**src/hdl/tcw_pkg.sv**
```systemverilog
`default_nettype none
package tcw_pkg;

	// function codes of an input word
	localparam logic [1:0] FUNC_PUT   = 2'd0;
	localparam logic [1:0] FUNC_CLEAR = 2'd1;
	localparam logic [1:0] FUNC_READ  = 2'd2;

	// configuration register indexes
	localparam logic REG_SCROLL_ENABLE = 1'b0;
	localparam logic REG_DEFAULT_COLOR = 1'b1;

	// control characters
	localparam logic [7:0] CH_NEWLINE   = 8'h0A;
	localparam logic [7:0] CH_FORMFEED  = 8'h0C;
	localparam logic [7:0] CH_BACKSPACE = 8'h08;

	localparam logic [7:0] COLOR_RESET = 8'h0F;

	localparam int CELL_W = 16;

	// what one put does to the screen store
	typedef struct packed {
		logic write_cell;
		logic scroll;
	} put_flags_t;

endpackage
`default_nettype wire

```
**src/hdl/tcw_cursor.sv**
```systemverilog
`default_nettype none
module tcw_cursor #(
	parameter int COLUMNS = 80,
	parameter int ROWS = 25,
	localparam int CW = $clog2(COLUMNS),
	localparam int RW = $clog2(ROWS),
	localparam int AW = $clog2(COLUMNS * ROWS)
) (
	input  wire logic [CW-1:0]     col,
	input  wire logic [RW-1:0]     row,
	input  wire logic [7:0]        char_code,
	input  wire logic              scroll_enable,
	output logic      [CW-1:0]     col_next,
	output logic      [RW-1:0]     row_next,
	output logic      [AW-1:0]     cell_addr,
	output tcw_pkg::put_flags_t    flags
);
	import tcw_pkg::*;

	logic [CW:0] col_inc;
	logic [RW:0] row_inc;
	logic [CW:0] c_w;
	logic [RW:0] r_w;

	assign col_inc = {1'b0, col} + (CW+1)'(1);
	assign row_inc = {1'b0, row} + (RW+1)'(1);

	// cursor always stays on screen, so the address is always in range
	assign cell_addr = AW'(row) * AW'(COLUMNS) + AW'(col);

	always_comb begin
		flags = '0;
		c_w = {1'b0, col};
		r_w = {1'b0, row};
		case (char_code)
			CH_NEWLINE: begin
				c_w = '0;
				r_w = row_inc;
			end
			CH_FORMFEED: begin
				c_w = '0;
				r_w = '0;
			end
			CH_BACKSPACE: begin
				if (col == '0) begin
					if (row != '0) begin
						r_w = {1'b0, row} - (RW+1)'(1);
					end
				end else begin
					c_w = {1'b0, col} - (CW+1)'(1);
				end
			end
			default: begin
				flags.write_cell = 1'b1;
				if (col_inc == (CW+1)'(COLUMNS)) begin
					c_w = '0;
					r_w = row_inc;
				end else begin
					c_w = col_inc;
				end
			end
		endcase

		// past the last row: scroll or wrap to the top
		if (r_w == (RW+1)'(ROWS)) begin
			c_w = '0;
			if (scroll_enable) begin
				r_w = (RW+1)'(ROWS - 1);
				flags.scroll = 1'b1;
			end else begin
				r_w = '0;
			end
		end
	end

	assign col_next = c_w[CW-1:0];
	assign row_next = r_w[RW-1:0];

endmodule
`default_nettype wire

```
**config.mk**
```make
export PLATFORM = sky130hd
export DESIGN_NAME = tcw_cursor
export DESIGN_NICKNAME = d
export VERILOG_FILES = /design/src/hdl/tcw_pkg.sv /design/src/hdl/tcw_cursor.sv
export SDC_FILE = /design/constraint.sdc
export NUM_CORES = 1
export LEC_CHECK = 0
export ABC_AREA = 1
export BUFFER_PORTS_ARGS = -buffer_cell sky130_fd_sc_hd__buf_2
export CORE_MARGIN = 1.5
export CORE_UTILIZATION = 55
export DETAILED_ROUTE_END_ITERATION = 12
export GPL_TIMING_DRIVEN = 0
export PLACE_DENSITY = 0.91
export REMOVE_ABC_BUFFERS = 1
export SYNTH_ARGS = -nofsm -noshare
export SYNTH_HDL_FRONTEND = slang
export SYNTH_SLANG_ARGS = --single-unit
```
**constraint.sdc**
```tcl
create_clock -name vclk -period 3.5
set_clock_uncertainty 0.2 [all_clocks]
set_input_delay 0.7 -clock vclk [all_inputs]
set_output_delay 0.7 -clock vclk [all_outputs]
set_load 0.05 [all_outputs]
```
# Word level (Yosys, flattened, before mapping)
# Cells that the tools add are included.
# word_totals
regBits	0
inputBits	21
output_inout_bits	25
wordCells	28
# op_classes
add_sub_neg	5
multipliers	1
n_eq_ne	5
n_mux	13
reduce_logical	4
# ops
cell	count
== test 8 x 4 -> 1 bit (second input constant)	3
2-to-1 mux 7 bit	3
2-to-1 mux 6 bit	3
one-hot mux 6 bit (3 select lines)	1
one-hot mux 7 bit (2 select lines)	1
adder 11 x 7 -> 11 bit	1
2-to-1 mux 5 bit	2
adder 7 x 1 -> 8 bit (second input constant)	1
== test 8 x 7 -> 1 bit (second input constant)	1
zero test 7 bit	1
multiplier 5 x 3 -> 7 bit (second input constant)	1
subtractor 7 x 1 -> 7 bit (second input constant)	1
adder 5 x 1 -> 6 bit (second input constant)	1
== test 6 x 5 -> 1 bit (second input constant)	1
subtractor 5 x 1 -> 6 bit (second input constant)	1
nonzero test 5 bit	1
2-to-1 mux 1 bit	3
OR reduction 3 bit	1
OR reduction 2 bit	1

# Depth between registers and ports, before layout
# Gate-level depths: netlist of run 1.
# logic_depth
word_depth	6
mapped_depth	16
ltp_nobuf	16

# Worst setup path after synthesis of run 1
# OpenSTA, ideal clock, no wires.
# synth_timing
kind	input to output
startpoint	in col[0]
endpoint	out col_next[0]
arrival_ns	2.981
required_ns	2.600
slack_ns	-0.381
cell_stages	12
path_buffers	0
cell_sequence	ha_1 > nand2_1 > inv_1 > nand3_1 > nand2_1 > nor2_4 > nand3_4 > nand2_1 > nand3_1 > nand2_1 > nor2_4 > a21oi_1
# synth_between
elab_chain_cells	6
elab_cells_between_ends	12
cone_classes	add/sub (2); eq/ne (2); mux (7); reduce/logical (1)
# synth_rtl
item	line_no	text
start, declared	tcw_cursor.sv:9	input wire logic [CW-1:0] col,
adder 7 x 1 -> 8 bit	tcw_cursor.sv:25	assign col_inc = {1'b0, col} + (CW+1)'(1);
== test 8 x 7 -> 1 bit	tcw_cursor.sv:55	if (col_inc == (CW+1)'(COLUMNS)) begin
2-to-1 mux 6 bit	tcw_cursor.sv:55	
one-hot mux 6 bit (3 select lines)	tcw_cursor.sv:35	case (char_code)
== test 6 x 5 -> 1 bit	tcw_cursor.sv:65	if (r_w == (RW+1)'(ROWS)) begin
2-to-1 mux 7 bit (*)	tcw_cursor.sv:65	
end, declared	tcw_cursor.sv:13	output logic [CW-1:0] col_next,
# Mark *: on every way between the ends. The rest lies on a longest branch, timed or not.

# Worst setup path after layout of run 1
# layout_timing
startpoint	in col[0]
endpoint	out row_next[4]
# layout_between
elab_chain_cells	6
elab_cells_between_ends	8
cone_classes	add/sub (1); eq/ne (2); mux (4); reduce/logical (1)
# layout_rtl
item	line_no	text
adder 7 x 1 -> 8 bit	tcw_cursor.sv:25	
== test 8 x 7 -> 1 bit	tcw_cursor.sv:55	
2-to-1 mux 6 bit	tcw_cursor.sv:55	
one-hot mux 6 bit (3 select lines) (*)	tcw_cursor.sv:35	
== test 6 x 5 -> 1 bit	tcw_cursor.sv:65	
2-to-1 mux 5 bit (*)	tcw_cursor.sv:65	
end, declared	tcw_cursor.sv:14	output logic [RW-1:0] row_next,
# Marked as above.

==> metrics.txt, run 1 <==
FP Rows 18; sequential cell area 0 um2; failing checks setup timing; Area growth syn-to-layout 40.0%; number of global-route vias before repair about 1600; CP startpoint col[0]; hold crit path type in -> out; routed length per placed instance 15.6 um; largest family of logic cells by synthesized area simple AND/OR/NAND/NOR gates; CP cell instances buf_6, inv_4, ha_1, nand2_2, nor2_4, buf_4, o21ai_2, o211ai_2, o21ai_0, inv_1, nand2_2, nor2_4, nand3_2, nand2_2, nand2_4, buf_8; initial antenna violation count 0; worst hold path startpoint col[0]; CP Buf/Inv Count 5; max-cap viol count 0; Rel. slew slack 0.686; crit-path most repeated cell nand2_2; first-pass GRT wire length 6580 um; largest net degree at the start of global routing 14; initial core utilization 0.585; diode count 0; DR pass1 iterations 4; complex-gate fraction of the synthesized area 0.130; clock buffer count 0; GRT overflow 0; outcome finished, violations left; DRC Markers 0; post-synthesis mux area share 0; Static Leakage 1.06 nW; GPL Wtd Cong 0.925; layout cell share with drive strength beyond 1 0.387; Mapped Avg Cell Area between 5 and 6 um2; All-Layer GR Usage 0.289; FILL cells between 150 and 200; RSZ-0062 raised after global routing yes; IO Pins 46; total power 0.359 mW; simple-gate portion of the synthesized area 0.489; Critical Path AT between 2 and 3 ns; Routed Antenna Nets 0; Yosys cell types 33; 1st-iter DRT viols 102; worst ir drop on vdd 0.000235 V; Final setup viols 4; Achievable Freq roughly 280 MHz; Yosys top cell by area nand2_1; top-count cell post-synth nand2_1; worst-path fanout max 6; core box area ~0.0025 mm2; critical path's slowest cell nor2_4; Post-Synth XOR/XNOR Area 0.0906; Worst setup SP type input pin; PwrDens roughly 180 mW/mm2; post-synthesis sequential area ratio 0; HPWL Detailed 3040 um; WHS 1.52 ns; Port Buffers 46; Die ar. 0.00295 mm2; Slew @ Worst Pin between 0.4 and 0.5 ns; synthesized cell area approximately 0.0015 mm2; Crit path max-delay family simple AND/OR/NAND/NOR gates; cts hold-fix bufs 0; Worst Path Required 2.60 ns; crit share post-route 1.01; vias about 2000; final worst slack -0.0319 ns; fin util 0.820; Yosys Warn Count 0; vias per inst approximately 6.0; Slew Viols, Final 0; Synth Instances 251; FFs & Latches 0; WL final between 5000 and 6000 um; Synth Area in Adders 0.148; largest cells by area after synthesis nand2_1, ha_1, nand3_1; fin crit period around 3.5 ns; post-synth top area share 0.155; die height about 54 um; Final #Nets ~350; critical path class in -> out; final hold violations 0; Crit. End Element primary output; synth cell count leaders nand2_1, inv_1, nand3_1; Crit path largest cell delay between 0.2 and 0.25 ns; Chip Width roughly 54 um
## worst paths after layout
path                           end  slack (ns)  cells past startpoint
worst max-delay path   row_next[4]       -0.03                     16
worst min-delay path  cell_addr[0]        1.52                      2
## final cells by class
cell class,count,area (um2),share of cell area
inverters,38,153,0.0752
multi-input cells,208,1400,0.689
well taps,30,37.5,0.0185
repair buffers,64,442,0.217
## cell usage in the layout, fill, tap and decap left out, drive strengths merged
master and n:
a21oi 15, xor2 12, buf 63, nand3 33
a31oi 3, o21ai 7, a221oi 1, nand4 9
a32oi 1, nor3b 1, a2bb2oi 1, clkbuf 1
nor2 33, xnor2 3, a41oi 1, nor3 4
nand2 66, ha 14, fa 2, a31o 1
inv 38, o211ai 1
## layer usage
metal | GRT usage | part of all wire
met5 | 0 | 0
met4 | 0.0917 | 0.070
met3 | 0.0191 | 0.078
met2 | 0.512 | 0.49
met1 | 0.369 | 0.37
## timing repair
action	in CTS	in global routing
pin swaps	4	20
gates cloned	1	2
gates resized for setup	18	57
setup buffers	6	12
endpoints found under the setup margin	11	12
## cell families after synthesis
kind of cell / after synthesis
adders and majority gates: 16
buffers and inverters: 46
and+or+nand+nor: 143
xor gates and xnor gates: 15
AOI/OAI and AO/OA: 31
## where the power goes
part	total, mW	switching, mW	internal, mW
logic	0.359	0.251	0.108
clock network	0	0	0
registers	0	0	0
total	0.359	0.251	0.108
## per-stage QoR
stage	setup WS, ns	std cells	TNS, ns	instance area, um2
5_1_grt	-0.121	340	-0.925	2030
3_5_place_dp	-0.207	319	-1.18	1660
6_report	-0.0319	340	-0.0829	2030
2_1_floorplan	-0.382	243	-3.62	1390
4_1_cts	0.000924	326	0	1750
3_3_place_gp	-0.194	319	-1.11	1660
Power figures use the tool's default switching activity.
==> inputs of run 2 (changes only) <==
GPL_TIMING_DRIVEN = 1   (was 0)
==> metrics.txt, run 2 (synthesis gave the netlist of run 1 again) <==
outcome finished, violations left (unchanged); failing checks setup timing (unchanged); CP startpoint col[4] (was col[0]); worst hold stages 2 (unchanged); sequential cell area 0 um2 (unchanged); CP cell instances buf_2, nor2_1, nand2_2, nor2_4, inv_1, nor2_1, nand3_1, nand2_1, nand2_1, nand2_2, nor2_4, a21oi_1, clkbuf_4 (was buf_6, inv_4, ha_1, nand2_2, nor2_4, buf_4, o21ai_2, o211ai_2, o21ai_0, inv_1, nand2_2, nor2_4, nand3_2, nand2_2, nand2_4, buf_8); Critical Path AT 2.63 ns (about the same); setup TNS -0.0555 ns (was -0.0829 ns); worst ir drop on vdd 0.000245 V (was 0.000235 V); diode count 0 (unchanged); FP Rows 18 (unchanged); Slew Viols, Final 0 (unchanged); Chip Width 54.4 um (unchanged); Port Buffers 46 (unchanged); Slew @ Worst Pin 0.490 ns (was 0.470 ns); clock buffer count 0 (unchanged); worst hold path startpoint col[1] (was col[0]); Static Leakage 1.07 nW (was 1.06 nW); Crit path largest cell delay 0.26 ns (was 0.23 ns); All-Layer GR Usage 0.282 (was 0.289); largest net degree at the start of global routing 14 (unchanged); IO Pins 46 (unchanged); critical path class in -> out (unchanged); core box area 0.00248 mm2 (unchanged); fin util 0.830 (was 0.820); Achievable Freq 283 MHz (about the same); Worst setup SP type input pin (unchanged); initial core utilization 0.585 (unchanged); dpl cells 337 (was 319); Non-Filler Instances 345 (was 340); GPL Wtd Cong 0.890 (was 0.925); HPWL Detailed 3400 um (was 3040 um); first-pass GRT wire length 6350 um (was 6580 um); total power 0.364 mW (was 0.359 mW); CP Buf/Inv Count 3 (was 5); Final #Nets 354 (was 349); max-cap viol count 0 (unchanged); commonest non-fill, non-tap cell in the layout nand2_1 (unchanged); RSZ-0062 raised after global routing yes (unchanged); DR pass1 iterations 6 (was 4); multi-input logic area 0.00138 mm2 (was 0.00140 mm2); Rel. slew slack 0.673 (was 0.686); Worst Path Required 2.60 ns (about the same); Crit. End Element primary output (unchanged); PwrDens 177 mW/mm2 (about the same); layout cell share with drive strength beyond 1 0.387 (about the same); DRC Markers 0 (unchanged); cts hold-fix bufs 0 (unchanged); Routed Antenna Nets 0 (unchanged); Crit path max-delay family simple AND/OR/NAND/NOR gates (unchanged); 1st-iter DRT viols 156 (was 102); FILL cells 144 (was 170); die height 54.4 um (unchanged); Area growth syn-to-layout 41.8% (was 40.0%); fin crit period 3.53 ns (about the same); Final setup viols 4 (unchanged); CP Depth 13 (was 16); vias 2034 (was 2042); critical path's slowest cell clkbuf_4 (was nor2_4); vias per inst 5.90 (was 6.01); worst-path fanout max 7 (was 6); final worst slack -0.0331 ns (was -0.0319 ns); number of global-route vias before repair 1519 (was 1563); Die ar. 0.00295 mm2 (unchanged); final hold violations 0 (unchanged); initial antenna violation count 0 (unchanged); crit share post-route 1.01 (about the same); most frequent cells in the layout nand2_1, buf_2, inv_1, buf_4, nand3_1 (unchanged); GRT overflow 0 (unchanged); hold crit path type in -> out (unchanged); routed length per placed instance 15.3 um (was 15.6 um); WL final 5290 um (was 5300 um); FFs & Latches 0 (unchanged)
-- run 2: final timing paths --
kind,end,slack [ns]
setup / recovery,row_next[0],-0.03
hold / removal,cell_addr[1],1.52
-- run 2: report_power, final --
group | internal, mW | switching (mW)
combinational | 0.113 | 0.251
sequential | 0 | 0
clock | 0 | 0
total | 0.113 | 0.251
-- run 2: stage by stage --
stage / worst slack (ns) / hold slack, ns / instance area [um2]
after floorplan: -0.382 / 1.20 / 1390
after global placement: 0.0395 / 1.53 / 1790
after detailed placement: -0.0522 / 1.53 / 1790
after CTS: 0.000716 / 1.53 / 1800
after global routing: -0.158 / 1.53 / 2060
final: -0.0331 / 1.52 / 2060
-- run 2: routing by layer --
layer,wire [um],vias up,track usage,part of all wire
met5,0,-,0,0
met4,223,0,0.0708,0.042
met3,469,33,0.00820,0.089
met2,2600,148,0.540,0.49
met1,1990,885,0.341,0.38
li1,-,968,-,-
-- run 2: repair_timing --
action	4_1_cts	5_1_grt
buffers inserted	0	5
hold endpoints to repair	0	0
pin swaps	0	21
cloned	0	3
endpoints found under the setup margin	3	12
gates resized for setup	4	68
-- run 2: area by class of cell --
cell class,count,share of cell area
repair buffers,69,0.240
multi-input cells,208,0.673
well taps,30,0.0182
inverters,38,0.0693
